### src/sv/blc_pkg.sv
// Shared types and constants for the byte-budget LRU cache.
// Used by every module of the block; depends on nothing.
package blc_pkg;

  localparam int DEF_ENTRIES  = 16;
  localparam int DEF_KEY_BITS = 32;

  localparam int IN_KEY_W = 32;
  localparam int BYTES_W  = 24;
  localparam int STATUS_W = 3;
  localparam int SLOT_W   = 4;
  localparam int EVICT_W  = 5;

  localparam int KB = 1024;
  localparam logic [BYTES_W-1:0] CAP_RESET = BYTES_W'(8 * KB * KB);
  localparam logic [EVICT_W-1:0] EVICT_MAX = '1;

  // Result codes
  typedef enum logic [STATUS_W-1:0] {
    ST_HIT       = 3'd0,
    ST_LOADED    = 3'd1,
    ST_TOO_LARGE = 3'd2,
    ST_NOT_FOUND = 3'd3,
    ST_FLUSHED   = 3'd4
  } status_t;

  // Commands to the recency bookkeeping
  typedef enum logic [2:0] {
    REC_NONE,
    REC_HIT,
    REC_EVICT,
    REC_LOAD,
    REC_FLUSH
  } rec_op_t;

  // One finished result
  typedef struct packed {
    status_t              status;
    logic [SLOT_W-1:0]    slot;
    logic [EVICT_W-1:0]   evicted;
    logic [BYTES_W-1:0]   used;
  } res_t;

  // Stored key width: only the low KEY_BITS bits of the key port count
  function automatic int key_width(int key_bits);
    return (key_bits < IN_KEY_W) ? key_bits : IN_KEY_W;
  endfunction

endpackage

### src/sv/byte_budget_lru_cache.sv
// Byte-budget LRU cache: ENTRIES slots of key and size kept in recency
// order within the capacity_bytes budget, written through the cfg_ port.
// Takes one item at a time. A flush passes S_FLUSH and then S_FINISH.
// An access walks the slots one per cycle through the key memory: a hit
// ends the walk at its slot, a miss walks all ENTRIES slots, and a load
// adds a rank scan and an eviction for every entry it must drop. The
// next item is taken while the result waits in the output register.
// Depends on blc_pkg, blc_store, blc_recency and blc_seq.
module byte_budget_lru_cache import blc_pkg::*; #(
  parameter int ENTRIES  = DEF_ENTRIES,
  parameter int KEY_BITS = DEF_KEY_BITS
) (
  input  logic                clk,
  input  logic                rst_n,
  // configuration
  input  logic                cfg_valid,
  output logic                cfg_ready,
  input  logic [BYTES_W-1:0]  cfg_data,
  // items
  input  logic                in_valid,
  output logic                in_ready,
  input  logic                in_mode,
  input  logic [IN_KEY_W-1:0] in_resource_key,
  input  logic [BYTES_W-1:0]  in_resource_bytes,
  input  logic                in_resource_exists,
  // results
  output logic                out_valid,
  input  logic                out_ready,
  output logic [STATUS_W-1:0] out_status,
  output logic [SLOT_W-1:0]   out_slot_index,
  output logic [EVICT_W-1:0]  out_evicted_count,
  output logic [BYTES_W-1:0]  out_used_bytes
);

  localparam int IDX_W = $clog2(ENTRIES);
  localparam int CNT_W = $clog2(ENTRIES + 1);
  localparam int KEY_W = key_width(KEY_BITS);

  logic [BYTES_W-1:0] cap_r;
  logic               out_valid_r;
  res_t               out_r;

  logic               seq_idle;
  logic               res_valid;
  res_t               res;
  logic [IDX_W-1:0]   rd_addr;
  logic [KEY_W-1:0]   key_rd;
  logic [BYTES_W-1:0] size_rd;
  logic               wr_en;
  logic [IDX_W-1:0]   wr_addr;
  logic [KEY_W-1:0]   wr_key;
  logic [BYTES_W-1:0] wr_size;
  rec_op_t            rec_op;
  logic [IDX_W-1:0]   op_slot;
  logic [IDX_W-1:0]   qry_idx;
  logic [IDX_W-1:0]   qry_rank;
  logic [ENTRIES-1:0] valid_vec;
  logic [CNT_W-1:0]   valid_cnt;

  assign cfg_ready = 1'b1;
  assign in_ready  = seq_idle;

  // Hold the byte budget
  always_ff @(posedge clk) begin
    if (!rst_n) begin
      cap_r <= CAP_RESET;
    end else if (cfg_valid && cfg_ready) begin
      cap_r <= cfg_data;
    end
  end

  // Output register: load a finished result, drop it on transfer
  always_ff @(posedge clk) begin
    if (!rst_n) begin
      out_valid_r <= 1'b0;
    end else if (res_valid) begin
      out_valid_r <= 1'b1;
      out_r       <= res;
    end else if (out_ready) begin
      out_valid_r <= 1'b0;
    end
  end

  assign out_valid         = out_valid_r;
  assign out_status        = out_r.status;
  assign out_slot_index    = out_r.slot;
  assign out_evicted_count = out_r.evicted;
  assign out_used_bytes    = out_r.used;

  blc_seq #(
    .ENTRIES  (ENTRIES),
    .KEY_BITS (KEY_BITS)
  ) u_seq (
    .clk       (clk),
    .rst_n     (rst_n),
    .in_valid  (in_valid),
    .idle      (seq_idle),
    .in_mode   (in_mode),
    .in_key    (in_resource_key[KEY_W-1:0]),
    .in_bytes  (in_resource_bytes),
    .in_exists (in_resource_exists),
    .cap       (cap_r),
    .out_free  (!out_valid_r || out_ready),
    .res_valid (res_valid),
    .res       (res),
    .rd_addr   (rd_addr),
    .key_rd    (key_rd),
    .size_rd   (size_rd),
    .wr_en     (wr_en),
    .wr_addr   (wr_addr),
    .wr_key    (wr_key),
    .wr_size   (wr_size),
    .rec_op    (rec_op),
    .op_slot   (op_slot),
    .qry_idx   (qry_idx),
    .qry_rank  (qry_rank),
    .valid_vec (valid_vec),
    .valid_cnt (valid_cnt)
  );

  blc_store #(
    .ENTRIES  (ENTRIES),
    .KEY_BITS (KEY_BITS)
  ) u_store (
    .clk     (clk),
    .rd_addr (rd_addr),
    .key_rd  (key_rd),
    .size_rd (size_rd),
    .wr_en   (wr_en),
    .wr_addr (wr_addr),
    .wr_key  (wr_key),
    .wr_size (wr_size)
  );

  blc_recency #(
    .ENTRIES (ENTRIES)
  ) u_recency (
    .clk       (clk),
    .rst_n     (rst_n),
    .rec_op    (rec_op),
    .op_slot   (op_slot),
    .qry_idx   (qry_idx),
    .qry_rank  (qry_rank),
    .valid_vec (valid_vec),
    .valid_cnt (valid_cnt)
  );

endmodule

### src/sv/blc_store.sv
// Key and size memories of the cache table, one read and one write port.
// Depends on blc_pkg.
module blc_store import blc_pkg::*; #(
  parameter int ENTRIES  = DEF_ENTRIES,
  parameter int KEY_BITS = DEF_KEY_BITS,
  localparam int IDX_W   = $clog2(ENTRIES),
  localparam int KEY_W   = key_width(KEY_BITS)
) (
  input  logic               clk,
  input  logic [IDX_W-1:0]   rd_addr,
  output logic [KEY_W-1:0]   key_rd,
  output logic [BYTES_W-1:0] size_rd,
  input  logic               wr_en,
  input  logic [IDX_W-1:0]   wr_addr,
  input  logic [KEY_W-1:0]   wr_key,
  input  logic [BYTES_W-1:0] wr_size
);

  logic [KEY_W-1:0]   key_mem  [ENTRIES];
  logic [BYTES_W-1:0] size_mem [ENTRIES];

  // Write on load, read every cycle with registered data
  always_ff @(posedge clk) begin
    if (wr_en) begin
      key_mem[wr_addr]  <= wr_key;
      size_mem[wr_addr] <= wr_size;
    end
    key_rd  <= key_mem[rd_addr];
    size_rd <= size_mem[rd_addr];
  end

endmodule

### src/sv/blc_recency.sv
// Valid bits, recency ranks and valid count of the cache slots.
// Depends on blc_pkg.
module blc_recency import blc_pkg::*; #(
  parameter int ENTRIES = DEF_ENTRIES,
  localparam int IDX_W  = $clog2(ENTRIES),
  localparam int CNT_W  = $clog2(ENTRIES + 1)
) (
  input  logic               clk,
  input  logic               rst_n,
  input  rec_op_t            rec_op,
  input  logic [IDX_W-1:0]   op_slot,
  input  logic [IDX_W-1:0]   qry_idx,
  output logic [IDX_W-1:0]   qry_rank,
  output logic [ENTRIES-1:0] valid_vec,
  output logic [CNT_W-1:0]   valid_cnt
);

  logic [IDX_W-1:0]   rank_r [ENTRIES];
  logic [ENTRIES-1:0] valid_r;
  logic [CNT_W-1:0]   cnt_r;

  assign qry_rank  = rank_r[qry_idx];
  assign valid_vec = valid_r;
  assign valid_cnt = cnt_r;

  // Apply one command per cycle; rank 0 is the most recent entry
  always_ff @(posedge clk) begin
    if (!rst_n) begin
      valid_r <= '0;
      cnt_r   <= '0;
      for (int i = 0; i < ENTRIES; i++) begin
        rank_r[i] <= '0;
      end
    end else begin
      case (rec_op)
        REC_HIT: begin
          // age entries newer than the hit one, then make it newest
          for (int i = 0; i < ENTRIES; i++) begin
            if (valid_r[i] && (rank_r[i] < qry_rank)) begin
              rank_r[i] <= rank_r[i] + IDX_W'(1);
            end
          end
          rank_r[op_slot] <= '0;
        end
        REC_EVICT: begin
          valid_r[op_slot] <= 1'b0;
          cnt_r            <= cnt_r - CNT_W'(1);
        end
        REC_LOAD: begin
          for (int i = 0; i < ENTRIES; i++) begin
            if (valid_r[i]) begin
              rank_r[i] <= rank_r[i] + IDX_W'(1);
            end
          end
          rank_r[op_slot]  <= '0;
          valid_r[op_slot] <= 1'b1;
          cnt_r            <= cnt_r + CNT_W'(1);
        end
        REC_FLUSH: begin
          valid_r <= '0;
          cnt_r   <= '0;
        end
        default: begin
        end
      endcase
    end
  end

endmodule

### src/sv/blc_seq.sv
// Sequencer of the cache: scans the slots one per cycle for lookup and
// victim search, and tracks the allocated bytes. Depends on blc_pkg.
module blc_seq import blc_pkg::*; #(
  parameter int ENTRIES  = DEF_ENTRIES,
  parameter int KEY_BITS = DEF_KEY_BITS,
  localparam int IDX_W   = $clog2(ENTRIES),
  localparam int CNT_W   = $clog2(ENTRIES + 1),
  localparam int KEY_W   = key_width(KEY_BITS)
) (
  input  logic               clk,
  input  logic               rst_n,
  // item intake
  input  logic               in_valid,
  output logic               idle,
  input  logic               in_mode,
  input  logic [KEY_W-1:0]   in_key,
  input  logic [BYTES_W-1:0] in_bytes,
  input  logic               in_exists,
  input  logic [BYTES_W-1:0] cap,
  // result handoff
  input  logic               out_free,
  output logic               res_valid,
  output res_t               res,
  // table memories
  output logic [IDX_W-1:0]   rd_addr,
  input  logic [KEY_W-1:0]   key_rd,
  input  logic [BYTES_W-1:0] size_rd,
  output logic               wr_en,
  output logic [IDX_W-1:0]   wr_addr,
  output logic [KEY_W-1:0]   wr_key,
  output logic [BYTES_W-1:0] wr_size,
  // recency bookkeeping
  output rec_op_t            rec_op,
  output logic [IDX_W-1:0]   op_slot,
  output logic [IDX_W-1:0]   qry_idx,
  input  logic [IDX_W-1:0]   qry_rank,
  input  logic [ENTRIES-1:0] valid_vec,
  input  logic [CNT_W-1:0]   valid_cnt
);

  localparam logic [IDX_W-1:0] LAST = IDX_W'(ENTRIES - 1);

  typedef enum logic [3:0] {
    S_IDLE,
    S_LOOKUP,
    S_HIT,
    S_CHECK,
    S_FIT,
    S_EVICT,
    S_EVICT_APPLY,
    S_LOAD,
    S_FLUSH,
    S_FINISH
  } state_t;

  state_t             state_r;
  logic [IDX_W-1:0]   idx_r;
  logic               issue_done_r;
  logic               chk_vld_r;
  logic [IDX_W-1:0]   chk_idx_r;
  logic [IDX_W-1:0]   hit_slot_r;
  logic               free_found_r;
  logic [IDX_W-1:0]   free_slot_r;
  logic [IDX_W-1:0]   victim_r;
  logic [KEY_W-1:0]   key_r;
  logic [BYTES_W-1:0] bytes_r;
  logic               exists_r;
  logic [BYTES_W-1:0] alloc_r;
  logic [EVICT_W-1:0] evicted_r;
  status_t            status_r;
  logic [SLOT_W-1:0]  slot_r;

  logic               key_match;
  logic [BYTES_W:0]   need_sum;
  logic               need_evict;
  logic [CNT_W-1:0]   oldest_rank;
  logic [EVICT_W-1:0] flush_cnt;

  // Compare the key read back for the slot issued last cycle
  assign key_match = chk_vld_r && valid_vec[chk_idx_r] && (key_rd == key_r);

  // Room check: table full, or the new size does not fit the budget
  assign need_sum   = {1'b0, alloc_r} + {1'b0, bytes_r};
  assign need_evict = (valid_cnt == CNT_W'(ENTRIES)) || (need_sum > {1'b0, cap});

  assign oldest_rank = valid_cnt - CNT_W'(1);
  assign flush_cnt   = (32'(valid_cnt) > 32'(EVICT_MAX)) ? EVICT_MAX
                                                         : EVICT_W'(valid_cnt);

  assign idle      = (state_r == S_IDLE);
  assign res_valid = (state_r == S_FINISH) && out_free;
  assign res       = '{status: status_r, slot: slot_r, evicted: evicted_r, used: alloc_r};

  assign rd_addr = idx_r;
  assign wr_en   = (state_r == S_LOAD);
  assign wr_addr = free_slot_r;
  assign wr_key  = key_r;
  assign wr_size = bytes_r;

  // Steer recency commands from the current step
  always_comb begin
    rec_op  = REC_NONE;
    op_slot = idx_r;
    qry_idx = idx_r;
    case (state_r)
      S_HIT: begin
        rec_op  = REC_HIT;
        op_slot = hit_slot_r;
        qry_idx = hit_slot_r;
      end
      S_EVICT_APPLY: begin
        rec_op  = REC_EVICT;
        op_slot = victim_r;
      end
      S_LOAD: begin
        rec_op  = REC_LOAD;
        op_slot = free_slot_r;
      end
      S_FLUSH: rec_op = REC_FLUSH;
      default: begin
      end
    endcase
  end

  // Sequencer and its working registers
  always_ff @(posedge clk) begin
    if (!rst_n) begin
      state_r      <= S_IDLE;
      alloc_r      <= '0;
      issue_done_r <= 1'b0;
      chk_vld_r    <= 1'b0;
      free_found_r <= 1'b0;
    end else begin
      case (state_r)
        S_IDLE: begin
          if (in_valid) begin
            key_r        <= in_key;
            bytes_r      <= in_bytes;
            exists_r     <= in_exists;
            idx_r        <= '0;
            issue_done_r <= 1'b0;
            chk_vld_r    <= 1'b0;
            free_found_r <= 1'b0;
            free_slot_r  <= '0;
            evicted_r    <= '0;
            slot_r       <= '0;
            state_r      <= in_mode ? S_FLUSH : S_LOOKUP;
          end
        end
        S_LOOKUP: begin
          if (key_match) begin
            hit_slot_r <= chk_idx_r;
            state_r    <= S_HIT;
          end else if (chk_vld_r && (chk_idx_r == LAST)) begin
            state_r <= S_CHECK;
          end else begin
            // issue the next slot and note the lowest free one
            chk_vld_r <= !issue_done_r;
            chk_idx_r <= idx_r;
            if (!issue_done_r) begin
              if (!valid_vec[idx_r] && !free_found_r) begin
                free_found_r <= 1'b1;
                free_slot_r  <= idx_r;
              end
              if (idx_r == LAST) begin
                issue_done_r <= 1'b1;
              end else begin
                idx_r <= idx_r + IDX_W'(1);
              end
            end
          end
        end
        S_HIT: begin
          status_r <= ST_HIT;
          slot_r   <= SLOT_W'(hit_slot_r);
          state_r  <= S_FINISH;
        end
        S_CHECK: begin
          if (!exists_r) begin
            status_r <= ST_NOT_FOUND;
            state_r  <= S_FINISH;
          end else if (bytes_r > cap) begin
            status_r <= ST_TOO_LARGE;
            state_r  <= S_FINISH;
          end else begin
            state_r <= S_FIT;
          end
        end
        S_FIT: begin
          idx_r   <= '0;
          state_r <= need_evict ? S_EVICT : S_LOAD;
        end
        S_EVICT: begin
          // the oldest valid entry carries the highest rank
          if (valid_vec[idx_r] && (qry_rank == IDX_W'(oldest_rank))) begin
            victim_r <= idx_r;
            state_r  <= S_EVICT_APPLY;
          end else begin
            idx_r <= idx_r + IDX_W'(1);
          end
        end
        S_EVICT_APPLY: begin
          alloc_r <= alloc_r - size_rd;
          if (evicted_r != EVICT_MAX) begin
            evicted_r <= evicted_r + EVICT_W'(1);
          end
          if (!free_found_r || (victim_r < free_slot_r)) begin
            free_found_r <= 1'b1;
            free_slot_r  <= victim_r;
          end
          state_r <= S_FIT;
        end
        S_LOAD: begin
          alloc_r  <= alloc_r + bytes_r;
          status_r <= ST_LOADED;
          slot_r   <= SLOT_W'(free_slot_r);
          state_r  <= S_FINISH;
        end
        S_FLUSH: begin
          alloc_r   <= '0;
          evicted_r <= flush_cnt;
          status_r  <= ST_FLUSHED;
          state_r   <= S_FINISH;
        end
        S_FINISH: begin
          if (out_free) begin
            state_r <= S_IDLE;
          end
        end
        default: state_r <= S_IDLE;
      endcase
    end
  end

endmodule
### config.mk
export PLATFORM = sky130hd
export DESIGN_NAME = byte_budget_lru_cache
export DESIGN_NICKNAME = d
export VERILOG_FILES = /design/src/sv/blc_pkg.sv /design/src/sv/byte_budget_lru_cache.sv /design/src/sv/blc_store.sv /design/src/sv/blc_recency.sv /design/src/sv/blc_seq.sv
export SDC_FILE = /design/constraint.sdc
export NUM_CORES = 2
export LEC_CHECK = 0
export BUFFER_PORTS_ARGS = -buffer_cell sky130_fd_sc_hd__buf_2
export CELL_PAD_IN_SITES_DETAIL_PLACEMENT = 1
export CELL_PAD_IN_SITES_GLOBAL_PLACEMENT = 2
export CORE_MARGIN = 2
export CORE_UTILIZATION = 51
export CTS_CLUSTER_DIAMETER = 80
export DETAILED_ROUTE_END_ITERATION = 6
export PLACE_DENSITY = 0.83
export SLEW_MARGIN = 10
export SYNTH_ARGS = -nofsm -noshare
export SYNTH_HDL_FRONTEND = slang
export SYNTH_HIERARCHICAL = 1
export SYNTH_SLANG_ARGS = --single-unit
### constraint.sdc
create_clock -name clk -period 14.25 [get_ports clk]
set_input_delay 2.85 -clock clk [delete_from_list [all_inputs] [get_ports clk]]
set_output_delay 2.85 -clock clk [all_outputs]
set_load 0.05 [all_outputs]
==> impl_summary.log <==
INFO  metric run_status = finished, final reports clean
INFO  metric wp_data_arrival = 7.14 ns
INFO  metric period_needed = 6.51 ns
INFO  metric grt_start_max_net_pins = about 170
INFO  metric netSwitchingFraction = 0.300
INFO  metric wl_met1 = just under 60 mm
INFO  metric clkSlewWorstSetupHoldPaths = ~0.060 ns
INFO  metric setup-violations-final = 0
INFO  metric antenna_found_initial = 2
INFO  metric clockRootBuffer = sky130_fd_sc_hd__clkbuf_16
INFO  metric cts.hold.buffers_added = 0
INFO  metric rsz_0062_raised_after_global_routing = false
INFO  metric final_report_max_slew_violation_count = 0
INFO  metric area_of_the_die = about 110000 sq um
INFO  metric routed_wl = 143 mm
INFO  metric cp-startpoint = u_seq/state_r[1]$_SDFFE_PN0P_
INFO  metric h_tree_level_count = 4
INFO  metric drc = 0
INFO  metric dominant_combinational_cell_family_by_area_after_synthesis = multiplexers
INFO  metric chipWidth = 326 um
INFO  metric num_io_pins = roughly 130
INFO  metric grt_pass1_wl = 215 mm
INFO  metric fin_worst_skew = 0.0562 ns
INFO  metric synth_ff_type = sky130_fd_sc_hd__edfxtp_1
INFO  metric worst_ep_required_time = approximately 15 ns
INFO  metric r2r-end = u_recency/rank_r[15][2]$_SDFFE_PP0P_
INFO  metric place.gp.congestion = roughly 0.86
INFO  metric crit-reg2reg-launch = u_seq/state_r[1]$_SDFFE_PN0P_
INFO  metric routed-via-count = around 32000
INFO  metric post_cts.resized_instances = 0
INFO  metric synthSimpleGateAreaFrac = 0.0740
INFO  metric maxCapViolations = 0
INFO  metric crit_type = reg -> reg
INFO  metric hold_class = reg -> reg
INFO  metric longest_clk_path_bufs = 3
INFO  metric cts_buffers = roughly 130
INFO  metric reg2regPathDepth = 14
INFO  metric final.setup.tns = 0 ns
INFO  metric tightestPinTransition = 1.20 ns
INFO  metric floorplan.rows = roughly 120
INFO  metric seq_power_share = 0.433
INFO  metric post_synthesis_share_of_cell_area_spent_on_xor_and_xnor_gates = 0.0192
INFO  metric layout.filler_cells = about 9500
INFO  metric seq_area_frac_synth = 0.654
INFO  metric complex_gate_fraction_of_the_synthesized_area = 0.0734
INFO  metric detail_route.first_pass.iterations = 5
INFO  metric p_switching = 0.00303 W
INFO  metric power.ir.vdd_worst = ~0.11 mV
INFO  metric relSlewSlack = 0.201
INFO  metric synthAdderAreaFrac = 0.0416
INFO  metric cp-end-kind = flop
INFO  metric power_density = about 170 nW/um^2
INFO  metric max_clock_freq = 154 MHz
INFO  metric top_layer = met5
INFO  metric cp-start-kind = flop
INFO  metric netlist_top_cells_count = sky130_fd_sc_hd__edfxtp_1, sky130_fd_sc_hd__mux4_2, sky130_fd_sc_hd__dfxtp_1, sky130_fd_sc_hd__nor2_1, sky130_fd_sc_hd__nand2_1
INFO  metric synth_to_final_area_change = 12.7%
INFO  metric synth.largest_area_cell = sky130_fd_sc_hd__edfxtp_1
INFO  metric met3WireLength = roughly 8.1 mm
INFO  metric synth-edff-count = between 1000 and 1500
INFO  metric worst_skew_pair.late_latency = around 0.77 ns
INFO  metric synth.ff_latch_count = 1218
INFO  metric die-height = 326 um
INFO  metric initial_core_util = 0.513
INFO  metric crit_path_capture = u_recency/rank_r[15][2]$_SDFFE_PP0P_
INFO  metric finalHoldViolations = 0
INFO  metric clock-sinks = roughly 1200
INFO  metric initialDrtViolationCount = approximately 3000
INFO  metric via_count_of_the_first_global_routing_pass = ~34000
INFO  metric detailedPlacementHpwl = 84.7 mm
INFO  metric placeableCoreArea = roughly 100000 sq um
INFO  metric muxShareOfSynthArea = 0.118
INFO  metric clockPowerShare = 0.351
INFO  metric dominant_cells_by_area_after_synthesis = sky130_fd_sc_hd__edfxtp_1, sky130_fd_sc_hd__mux4_2, sky130_fd_sc_hd__dfxtp_1
INFO  metric r2r_setup_slack = approximately 7.7 ns
INFO  metric gr-usage-all-layers = 0.270
INFO  metric yosys.cell_types.count = 96
INFO  metric timing.critical_path.fanout_max = 20
INFO  metric tritoncts_clock_tree = done
INFO  metric syn-mean-instance-area = around 16 sq um
INFO  metric p_int = between 0.007 and 0.008 W
INFO  metric route.antenna.remaining_nets = 0
INFO  metric total_leakage_power = 20.5 nW
INFO  metric post-route-util = 0.578
INFO  metric comb_power_share = 0.215
INFO  metric post-synth-top-count-cell = sky130_fd_sc_hd__edfxtp_1
INFO  metric met2RoutedLength = between 70 and 80 mm
INFO  metric synthesis.nets = around 3600
INFO  metric portBuffers = 124
INFO  metric syn_area = approximately 53000 sq um
INFO  metric count_of_warnings_emitted_by_yosys = 6
INFO  metric cts_setup_buffers = 0
INFO  metric wl_per_cell = 28.4 um
INFO  metric fin_nets = between 3000 and 4000
INFO  metric min_delay_path_depth = 0
INFO  metric yosys_top_cell_area_share = 0.579
INFO  metric post_synthesis_cell_count = approximately 3400
INFO  metric grt_remaining_overflow = 0
INFO  metric final_layout_size_suffix_gt1_frac = 0.185
INFO  metric vias_per_std_cell = 6.28
INFO  metric post-route-period-util = 0.457
INFO  metric async_reset_ff_frac = 0
[worst max-delay path: stages, from the launching register on]
cell and delay [ns]:
sky130_fd_sc_hd__dfxtp_1 0.62, sky130_fd_sc_hd__nand2_1 0.21, sky130_fd_sc_hd__nor3_1 0.71, sky130_fd_sc_hd__nand2_1 0.17, sky130_fd_sc_hd__nand2_1 0.84, sky130_fd_sc_hd__mux4_2 0.61
sky130_fd_sc_hd__mux4_2 0.49, sky130_fd_sc_hd__inv_1 0.61, sky130_fd_sc_hd__ha_1 0.37, sky130_fd_sc_hd__a21o_1 0.18, sky130_fd_sc_hd__a211o_1 0.33, sky130_fd_sc_hd__o221ai_1 0.54
sky130_fd_sc_hd__nor4b_1 0.43, sky130_fd_sc_hd__a211oi_1 0.11, sky130_fd_sc_hd__o311ai_1 0.14
[how the worst min path moves through the flow]
stage	startpoint	end	slack (ns)
2_1_floorplan	u_seq/slot_r[0]$_DFFE_PP_	out_slot_index[0]$_DFFE_PP_	0.40
5_1_grt	u_seq/slot_r[0]$_DFFE_PP_	out_slot_index[0]$_DFFE_PP_	0.44
4_1_cts	u_seq/slot_r[3]$_DFFE_PP_	out_slot_index[3]$_DFFE_PP_	0.42
3_3_place_gp	u_seq/slot_r[2]$_DFFE_PP_	out_slot_index[2]$_DFFE_PP_	0.43
6_report	u_seq/slot_r[0]$_DFFE_PP_	out_slot_index[0]$_DFFE_PP_	0.42
3_5_place_dp	u_seq/slot_r[3]$_DFFE_PP_	out_slot_index[3]$_DFFE_PP_	0.41
[layer usage]
| layer | vias up | global-route usage |
|---|---|---|
| met5 | - | 0 |
| met4 | 2 | 0.0829 |
| met3 | 245 | 0.0407 |
| met2 | 1074 | 0.462 |
| met1 | 16500 | 0.356 |
| li1 | 13700 | - |
[sequential cells by signal (all words and copies together) (netlist names), 5 cells and up]
| signal | count |
|---|---|
| u_recency/valid_cnt | 5 |
| u_recency/rank_r | 64 |
| cap_r | 24 |
| u_recency/valid_vec | 16 |
| u_seq/alloc_r | 24 |
| u_store/size_mem | 384 |
| out_evicted_count | 5 |
| u_store/key_mem | 512 |
| u_seq/wr_size | 24 |
| u_seq/wr_key | 32 |
| out_used_bytes | 24 |
| u_store/size_rd | 24 |
| u_seq/evicted_r | 5 |
| u_store/key_rd | 32 |
[power groups by stage]
stage	sequential (W)	clock [W]	combinational [W]
global placement	0.00442	0	0.00208
finish	0.00437	0.00354	0.00217
global route	0.00440	0.00372	0.00235
detailed placement	0.00444	0	0.00215
floorplan	0.00433	0	0.00159
CTS	0.00437	0.00360	0.00218
[layout make-up]
cell class	instances	area [sq um]	share of cell area
multi-input cells	1931	17400	0.292
well taps	1380	1730	0.0290
clock buffers	186	3650	0.0612
diodes	1	2.50	0.0000420
inverters	84	315	0.00529
flip-flops and latches	1218	34600	0.580
clock inverters	57	923	0.0155
repair buffers	172	1010	0.0169
[placed cells by master (no fill, tap or decap), types with 57 or more instances in the layout]
cell type / Yosys / routed
sky130_fd_sc_hd__xnor2_1: 72 / 72
sky130_fd_sc_hd__buf_2: 17 / 123
sky130_fd_sc_hd__o21ai_0: 60 / 59
sky130_fd_sc_hd__nand3_1: 81 / 81
sky130_fd_sc_hd__mux4_2: 245 / 245
sky130_fd_sc_hd__a22oi_1: 120 / 120
sky130_fd_sc_hd__dfxtp_1: 197 / 197
sky130_fd_sc_hd__mux2i_1: 57 / 57
sky130_fd_sc_hd__ha_1: 171 / 171
sky130_fd_sc_hd__clkbuf_16: 0 / 133
sky130_fd_sc_hd__a21oi_1: 116 / 116
sky130_fd_sc_hd__nor2_1: 194 / 181
sky130_fd_sc_hd__nand2_1: 190 / 189
sky130_fd_sc_hd__edfxtp_1: 1021 / 1021
sky130_fd_sc_hd__inv_1: 82 / 82
[through the flow]
stage | setup WS (ns) | instance area, sq um | hold slack (ns) | cells | power (W)
floorplan | 8.04 | 52900 | 0.400 | 3373 | 0.00593
global placement | 8.33 | 55100 | 0.428 | 4785 | 0.00650
detailed placement | 7.89 | 55100 | 0.407 | 4785 | 0.00660
CTS | 7.80 | 59600 | 0.421 | 5028 | 0.0101
global route | 7.29 | 59600 | 0.435 | 5028 | 0.0105
finish | 7.74 | 59600 | 0.419 | 5029 | 0.0101
[cells by family after synthesis]
group	count (synthesis)
AOI/OAI and AO/OA	552
xor gates and xnor gates	116
adders and majority gates	174
buffers and inverters	224
DFF	1218
muxes	313
other	1
and+or+nand+nor	775
(Power assumes the default switching activity.)
